<file path="src/hw/rtl/rfp_pkg.sv">
// ----------------------------------------------------------------------------
// rfp_pkg
// Types, constants and helpers for the rangefinder frame parser.
// ----------------------------------------------------------------------------
package rfp_pkg;

    localparam int FRAME_BYTES = 16;
    localparam int POS_W       = $clog2(FRAME_BYTES);

    localparam int DIST_W      = 22;
    localparam int RAW_W       = 24;
    localparam int TICK_W      = 16;

    localparam logic [DIST_W-1:0] DIST_NONE = '1;
    localparam logic [TICK_W-1:0] TICK_MAX  = '1;

    // mm / 10 as multiply by ceil(2^27 / 10), exact for 24-bit inputs
    localparam int               DIV_SHIFT = 27;
    localparam logic [RAW_W-1:0] DIV_RECIP = 24'hCC_CCCD;

    localparam logic [POS_W-1:0] POS_DIST_LO  = POS_W'(8);
    localparam logic [POS_W-1:0] POS_DIST_MID = POS_W'(9);
    localparam logic [POS_W-1:0] POS_DIST_HI  = POS_W'(10);
    localparam logic [POS_W-1:0] POS_STATUS   = POS_W'(11);
    localparam logic [POS_W-1:0] POS_CKSUM    = POS_W'(FRAME_BYTES - 1);

    typedef enum logic [1:0] {
        REG_HEADER  = 2'd0,
        REG_MARK    = 2'd1,
        REG_STATUS  = 2'd2,
        REG_TIMEOUT = 2'd3
    } t_reg_idx;

    typedef enum logic [1:0] {
        PHASE_HEADER  = 2'd0,
        PHASE_MARK    = 2'd1,
        PHASE_PAYLOAD = 2'd2,
        PHASE_CKSUM   = 2'd3
    } t_phase;

    typedef enum logic {
        KIND_BYTE = 1'b0,
        KIND_TICK = 1'b1
    } t_kind;

    typedef struct packed {
        logic              timed_out;
        logic              checksum_failed;
        logic              frame_accepted;
        logic [DIST_W-1:0] distance_cm;
    } t_result;

    function automatic logic [DIST_W-1:0] div10(input logic [RAW_W-1:0] mm);
        logic [2*RAW_W-1:0] prod;
        prod = (2*RAW_W)'(mm) * (2*RAW_W)'(DIV_RECIP);
        return DIST_W'(prod >> DIV_SHIFT);
    endfunction

endpackage

</file>
<file path="src/hw/rtl/rangefinder_frame_parser.sv">
// ----------------------------------------------------------------------------
// rangefinder_frame_parser
// Hunts serial rangefinder frames, checks the sum byte and tracks distance.
// ----------------------------------------------------------------------------
// Input stream: one request per received byte or per millisecond tick.
//   s_axis_tuser selects the kind (0 byte, 1 tick), s_axis_tdata the byte.
// Output stream: exactly one result per input request, in order:
//   distance in cm (-1 = out of range), frame good, frame bad, timed out.
// Config channel: register index and data, always ready; write only while
//   the block is idle. Indexes past the register list are ignored.
// The result is valid in the cycle after input accept. Throughput is one
//   request per cycle unless the receiver stalls, set by the single output
//   register; divide by ten is its own register off captured distance bytes.
// When the receiver stalls, the held result blocks s_axis_tready until it is
//   taken or the register frees in the same cycle.
// Reset: parser waits for a header, distance is -1, tick count is zero and
//   the registers return to header 0x57, mark 0x00, status 1, timeout 200.
// ----------------------------------------------------------------------------
module rangefinder_frame_parser (
    input  logic        i_clk,
    input  logic        i_rst_n,
    input  logic        s_axis_tvalid,
    output logic        s_axis_tready,
    input  logic [7:0]  s_axis_tdata,   // [7:0] rx_byte
    input  logic        s_axis_tuser,   // [0] kind
    output logic        m_axis_tvalid,
    input  logic        m_axis_tready,
    // [21:0] distance_cm, [22] frame_accepted, [23] checksum_failed,
    // [24] timed_out, [31:25] zero
    output logic [31:0] m_axis_tdata,
    input  logic        i_cfg_valid,
    output logic        o_cfg_ready,
    input  logic [7:0]  i_cfg_index,
    input  logic [15:0] i_cfg_data
);
    import rfp_pkg::*;

    logic [7:0]        r_header;
    logic [7:0]        r_mark;
    logic [7:0]        r_valid_status;
    logic [TICK_W-1:0] r_timeout;

    t_phase            r_phase,  n_phase;
    logic [POS_W-1:0]  r_pos,    n_pos;
    logic [7:0]        r_sum,    n_sum;
    logic [RAW_W-1:0]  r_raw_mm, n_raw_mm;
    logic [7:0]        r_status, n_status;
    logic [DIST_W-1:0] r_dist,   n_dist;
    logic [TICK_W-1:0] r_ticks,  n_ticks;
    logic [DIST_W-1:0] r_quot;

    t_result           r_out, n_out;
    logic              r_out_valid;

    logic              in_acc;
    logic [7:0]        c;
    logic              accepted, failed, late;

    assign o_cfg_ready   = 1'b1;
    assign s_axis_tready = !r_out_valid || m_axis_tready;
    assign in_acc        = s_axis_tvalid && s_axis_tready;
    assign c             = s_axis_tdata;
    assign m_axis_tvalid = r_out_valid;
    assign m_axis_tdata  = {7'd0, r_out};

    always_ff @(posedge i_clk) begin
        if (!i_rst_n) begin
            r_header       <= 8'h57;
            r_mark         <= 8'h00;
            r_valid_status <= 8'd1;
            r_timeout      <= TICK_W'(200);
        end else if (i_cfg_valid && o_cfg_ready && i_cfg_index[7:2] == 6'd0) begin
            unique case (t_reg_idx'(i_cfg_index[1:0]))
                REG_HEADER:  r_header       <= i_cfg_data[7:0];
                REG_MARK:    r_mark         <= i_cfg_data[7:0];
                REG_STATUS:  r_valid_status <= i_cfg_data[7:0];
                REG_TIMEOUT: r_timeout      <= i_cfg_data;
                default:     r_header       <= r_header;
            endcase
        end
    end

    // quotient settles well before the checksum byte arrives
    always_ff @(posedge i_clk) begin
        r_quot <= div10(r_raw_mm);
    end

    always_comb begin
        n_phase  = r_phase;
        n_pos    = r_pos;
        n_sum    = r_sum;
        n_raw_mm = r_raw_mm;
        n_status = r_status;
        n_dist   = r_dist;
        n_ticks  = r_ticks;
        accepted = 1'b0;
        failed   = 1'b0;

        if (t_kind'(s_axis_tuser) == KIND_TICK) begin
            if (r_ticks != TICK_MAX) begin
                n_ticks = r_ticks + TICK_W'(1);
            end
        end else begin
            unique case (r_phase)
                PHASE_HEADER: begin
                    if (c == r_header) begin
                        n_sum   = c;
                        n_pos   = POS_W'(1);
                        n_phase = PHASE_MARK;
                    end
                end
                PHASE_MARK: begin
                    if (c == r_mark) begin
                        n_sum   = r_sum + c;
                        n_pos   = POS_W'(2);
                        n_phase = PHASE_PAYLOAD;
                    end else begin
                        n_pos   = '0;
                        n_phase = PHASE_HEADER;
                    end
                end
                PHASE_PAYLOAD: begin
                    priority if (r_pos == POS_DIST_LO) begin
                        n_raw_mm[7:0] = c;
                    end else if (r_pos == POS_DIST_MID) begin
                        n_raw_mm[15:8] = c;
                    end else if (r_pos == POS_DIST_HI) begin
                        n_raw_mm[23:16] = c;
                    end else if (r_pos == POS_STATUS) begin
                        n_status = c;
                    end
                    n_sum = r_sum + c;
                    n_pos = r_pos + POS_W'(1);
                    if (n_pos >= POS_CKSUM) begin
                        n_phase = PHASE_CKSUM;
                    end
                end
                PHASE_CKSUM: begin
                    if (c == r_sum) begin
                        accepted = 1'b1;
                        n_dist   = (r_status == r_valid_status) ? r_quot : DIST_NONE;
                        n_ticks  = '0;
                    end else begin
                        failed = 1'b1;
                    end
                    n_phase = PHASE_HEADER;
                    n_pos   = '0;
                    n_sum   = '0;
                end
                default: n_phase = PHASE_HEADER;
            endcase
        end

        late = n_ticks > r_timeout;
        if (late) begin
            n_dist = DIST_NONE;
        end

        n_out.distance_cm     = n_dist;
        n_out.frame_accepted  = accepted;
        n_out.checksum_failed = failed;
        n_out.timed_out       = late;
    end

    always_ff @(posedge i_clk) begin
        if (!i_rst_n) begin
            r_phase     <= PHASE_HEADER;
            r_pos       <= '0;
            r_sum       <= '0;
            r_raw_mm    <= '0;
            r_status    <= '0;
            r_dist      <= DIST_NONE;
            r_ticks     <= '0;
            r_out_valid <= 1'b0;
        end else begin
            if (in_acc) begin
                r_phase     <= n_phase;
                r_pos       <= n_pos;
                r_sum       <= n_sum;
                r_raw_mm    <= n_raw_mm;
                r_status    <= n_status;
                r_dist      <= n_dist;
                r_ticks     <= n_ticks;
                r_out_valid <= 1'b1;
            end else if (m_axis_tready) begin
                r_out_valid <= 1'b0;
            end
        end
    end

    always_ff @(posedge i_clk) begin
        if (in_acc) begin
            r_out <= n_out;
        end
    end

    a_flags_exclusive: assert property (@(posedge i_clk) disable iff (!i_rst_n)
        r_out_valid |-> !(r_out.frame_accepted && r_out.checksum_failed))
        else $error("good and bad frame flagged together");

    a_good_not_late: assert property (@(posedge i_clk) disable iff (!i_rst_n)
        (r_out_valid && r_out.frame_accepted) |-> !r_out.timed_out)
        else $error("timeout reported on a good frame");

    a_late_no_dist: assert property (@(posedge i_clk) disable iff (!i_rst_n)
        (r_out_valid && r_out.timed_out) |-> (r_out.distance_cm == DIST_NONE))
        else $error("distance kept after timeout");

    a_header_pos: assert property (@(posedge i_clk) disable iff (!i_rst_n)
        (r_phase == PHASE_HEADER) |-> (r_pos == '0))
        else $error("byte position not cleared while hunting header");

endmodule
</file>
<file path="config.mk">
export PLATFORM = sky130hd
export DESIGN_NAME = rangefinder_frame_parser
export DESIGN_NICKNAME = d
export VERILOG_FILES = /design/src/hw/rtl/rfp_pkg.sv /design/src/hw/rtl/rangefinder_frame_parser.sv
export SDC_FILE = /design/constraint.sdc
export NUM_CORES = 1
export LEC_CHECK = 0
export CAP_MARGIN = 20
export CORE_UTILIZATION = 50
export CTS_BUF_LIST = sky130_fd_sc_hd__clkbuf_8
export CTS_CLUSTER_DIAMETER = 150
export CTS_CLUSTER_SIZE = 20
export DETAILED_ROUTE_END_ITERATION = 7
export DONT_BUFFER_PORTS = 1
export HOLD_SLACK_MARGIN = 0.03
export SYNTH_ARGS = -nofsm -noshare
export SYNTH_HDL_FRONTEND = slang
export SYNTH_SLANG_ARGS = --single-unit
</file>
<file path="constraint.sdc">
create_clock -name i_clk -period 6.47 [get_ports i_clk]
set_clock_uncertainty 0.05 [all_clocks]
set_input_delay 0.3235 -clock i_clk [delete_from_list [all_inputs] [get_ports i_clk]]
set_output_delay 0.3235 -clock i_clk [all_outputs]
set_load 0.02 [all_outputs]
</file>
==> results.md <==
- Outcome: complete, no violations
- Cell Area, Synth: ~19000 um^2
- Dpl hpwl: 38.6 mm
- Clock Tree Root: clkbuf_8
- Core Rows: 70
- Register-to-Register Path Depth: 18
- Total gr overflow: 0
- Port bufs: 0
- Fmax: 160 MHz
- TNS Setup: 0 ns
- First-pass GRT wire length: 74.5 mm
- Initial antenna violation count: 1
- TritonCTS buffer count: 17
- Post-synth EDFFs: 25
- Drt via density: 5.39
- Routed wire per std cell: 19.2 um
- Synth Instances: 1932
- Final Max Tran Viols: 0
- Total clock sinks: 171
- Hold Crit Class: in2reg
- Critical path type: reg2reg
- DRT antenna net count: 0
- Die area: 38100 um^2
- Arrival @ worst endpoint: 6.58 ns
- LEAKAGE: 10.4 nW
- Remaining DRCs: 0
- Fin crit share: 0.966
- Clock buffer depth: 2
- CTS tree: done
- Syn avg cell area: 9.65 um^2
- Register clock-pin slew on the reported worst setup and hold paths: 0.10 ns
- Total wire length: 46.8 mm
- Via count: 13166
- CP Launch Type: flop
- Initial DRC count: 654
- Register area share after synthesis: 0.197
- H-tree levels: 4
- Final setup viols: 0
- Yosys cell types: 78
- Post-synth top flop: dfxtp_1
- Placeable Area: 36600 um^2
- RSZ-0062 raised after global routing: false
- Max Cap Viol: 0
- Fin crit period: 6.25 ns
- Largest net degree at the start of global routing: 107
- Hold path depth: 3
- Worst slew pin tran: roughly 0.97 ns
- ANT cells: 0
- Clock Latency Late Sink: ~0.50 ns
- Worst-path maximum fanout: 9
- Die Height: slightly below 200 um
- Initial core utilization: 0.509
- WP data required: around 6.8 ns
- Die Wd: 195 um
- Share of layout cells above drive strength 1: 0.0547
- Fraction of registers with async set/reset: 0
- Slew margin rel.: 0.350
- GRT Total Usage: 0.255
- Pre-Repair DR Iteration Count: 5
- Peak VDD IR: 123 uV
- Crit end category: flop
- Ys Warns: 0
- Pwr dens: 97.4 nW/um^2
- PnR Total Power: ~2 mW
- Fillers: 3361
- Synth-to-layout area growth: 7.29%
- Final Hold Viols: 0
- I/O Pins: 73
- Nets@finish: 2505
- GP Congestion: slightly below 1
- Number of global-route vias before repair: 13308
- FF+latch count, synth: about 170
[area by class of cell]
cell class	count	area (um^2)	share of cell area
clock buffers	19	262	0.0131
clock inverters	13	135	0.00676
inverters	371	1390	0.0696
multi-input cells	1327	13300	0.666
flip-flops and latches	171	3680	0.184
well taps	468	586	0.0293
repair buffers	73	636	0.0318
[per-stage QoR]
stage	setup slack (ns)	hold WS, ns	std cells	utilization	area (um^2)
3_5_place_dp	-0.0378	0.350	2382	0.527	19300
6_report	0.217	0.0903	2442	0.546	20000
5_1_grt	0.00894	0.0757	2442	0.546	20000
4_1_cts	0.00794	0.0405	2442	0.546	20000
2_1_floorplan	0.706	0.385	1938	-	18700
3_3_place_gp	-0.0858	0.347	2381	0.526	19300
[Yosys cell counts, types with 4 or more instances]
cell type / number / share of area
a211oi_1: 8 / 0.0032
a21boi_0: 9 / 0.0036
a21o_1: 17 / 0.0068
a21oi_1: 77 / 0.021
a22oi_1: 4 / 0.0016
a31oi_1: 9 / 0.0030
and2_1: 10 / 0.0034
and3_1: 9 / 0.0030
and4_1: 7 / 0.0033
buf_2: 13 / 0.0035
buf_4: 8 / 0.0032
clkbuf_1: 43 / 0.0087
dfxtp_1: 146 / 0.16
edfxtp_1: 25 / 0.040
fa_1: 210 / 0.23
ha_1: 296 / 0.20
inv_1: 370 / 0.075
mux2i_1: 72 / 0.039
nand2_1: 111 / 0.022
nand2b_1: 4 / 0.0013
nand3_1: 29 / 0.0078
nand3b_1: 7 / 0.0028
nand4_1: 19 / 0.0064
nor2_1: 48 / 0.0097
nor2b_1: 76 / 0.026
nor3_1: 14 / 0.0038
nor3b_1: 7 / 0.0028
nor4_1: 11 / 0.0037
o211a_1: 7 / 0.0038
o211ai_1: 6 / 0.0024
o21a_1: 11 / 0.0044
o21ai_0: 49 / 0.013
o21ai_1: 4 / 0.0011
o21bai_1: 6 / 0.0024
o22a_1: 21 / 0.0099
o22ai_1: 25 / 0.0084
or3_1: 4 / 0.0013
xnor2_1: 32 / 0.015
xor2_1: 52 / 0.024
[final timing paths]
check	endpoint	startpoint	slack, ns
setup / recovery	r_quot[13]$_DFF_P_	r_raw_mm[14]$_SDFFE_PN0P_	0.22
hold / removal	r_sum[6]$_SDFFE_PN0P_	s_axis_tdata[6]	0.09
setup reg to reg	r_quot[13]$_DFF_P_	r_raw_mm[14]$_SDFFE_PN0P_	0.22
hold reg to reg	r_dist[17]$_SDFFE_PN1P_	r_quot[17]$_DFF_P_	0.42
[metal layers]
| layer | track usage | up-vias | routed length (um) |
|---|---|---|---|
| li1 | - | 6418 | - |
| met1 | 0.379 | 6463 | 23500 |
| met2 | 0.400 | 255 | 21000 |
| met3 | 0.0320 | 30 | 1910 |
| met4 | 0.0461 | 0 | 423 |
| met5 | 0 | - | 0 |
[flip-flops by register name (all words and copies together) (netlist names), named ones only]
signal and flops:
m_axis_tdata 25, m_axis_tvalid 1, r_dist 22, r_header 8
r_mark 8, r_phase 1, r_pos 4, r_quot 21
r_raw_mm 24, r_status 8, r_sum 8, r_ticks 16
r_timeout 16, r_valid_status 8
[kinds of logic after synthesis]
group	count (synthesis)	share of synthesized area
flip-flops	171	0.197
adder cells (fa/ha/maj)	506	0.424
multiplexers	74	0.0399
buffers and inverters	440	0.0919
other	2	0.000403
AND/OR/NAND/NOR	372	0.106
AO/OA/AOI/OAI	283	0.101
XOR/XNOR	84	0.0395
[power by group]
part | internal [mW] | total [mW] | switching [mW]
registers | 1.08 | 1.08 | 0.00314
logic | 0.0351 | 0.0880 | 0.0529
clock network | 0.336 | 0.778 | 0.442
[critical path, cell delays in order, from the launching register on]
cell     delay [ns]
dfxtp_1        0.50
ha_2           0.32
inv_1          0.11
fa_1           0.50
fa_1           0.52
inv_1          0.08
fa_1           0.49
fa_1           0.50
fa_1           0.49
inv_1          0.05
fa_1           0.47
inv_1          0.04
ha_1           0.42
nand4_1        0.24
or4b_1         0.57
o22ai_2        0.22
nor4_2         0.10
nor2_1         0.15
xor2_1         0.32
[placed cells by master, fill, tap and decap left out, drive strengths merged, types with 6 or more instances in the layout]
| master | instances |
|---|---|
| o21ai | 53 |
| conb | 8 |
| edfxtp | 25 |
| and3 | 9 |
| nor3 | 14 |
| fa | 210 |
| o21bai | 6 |
| nor3b | 7 |
| o211a | 7 |
| mux2i | 72 |
| and2 | 10 |
| a31oi | 9 |
| nand3 | 31 |
| a21boi | 11 |
| nand4 | 20 |
| dlygate4sd3 | 27 |
| xor2 | 52 |
| a211oi | 8 |
| o22a | 21 |
| o21a | 12 |
| dfxtp | 146 |
| clkinv | 7 |
| o22ai | 26 |
| nor2 | 49 |
| a21o | 17 |
| ha | 296 |
| xnor2 | 32 |
| nand3b | 7 |
| clkbuf | 19 |
| nand2 | 111 |
| nor4 | 13 |
| o211ai | 7 |
| inv | 376 |
| a21oi | 77 |
| and4 | 7 |
| nor2b | 76 |
| buf | 46 |
[what timing repair did]
| action | 4_1_cts | 5_1_grt |
|---|---|---|
| gates resized for setup | 1 | 7 |
| setup endpoints to repair | 1 | 3 |
| hold buffers | 28 | 0 |
| setup buffers | 0 | 0 |
| pin swaps | 0 | 1 |
| hold endpoints to repair | 104 | 0 |
| cloned | 0 | 0 |
No activity file was read; power rests on OpenSTA's default activity.
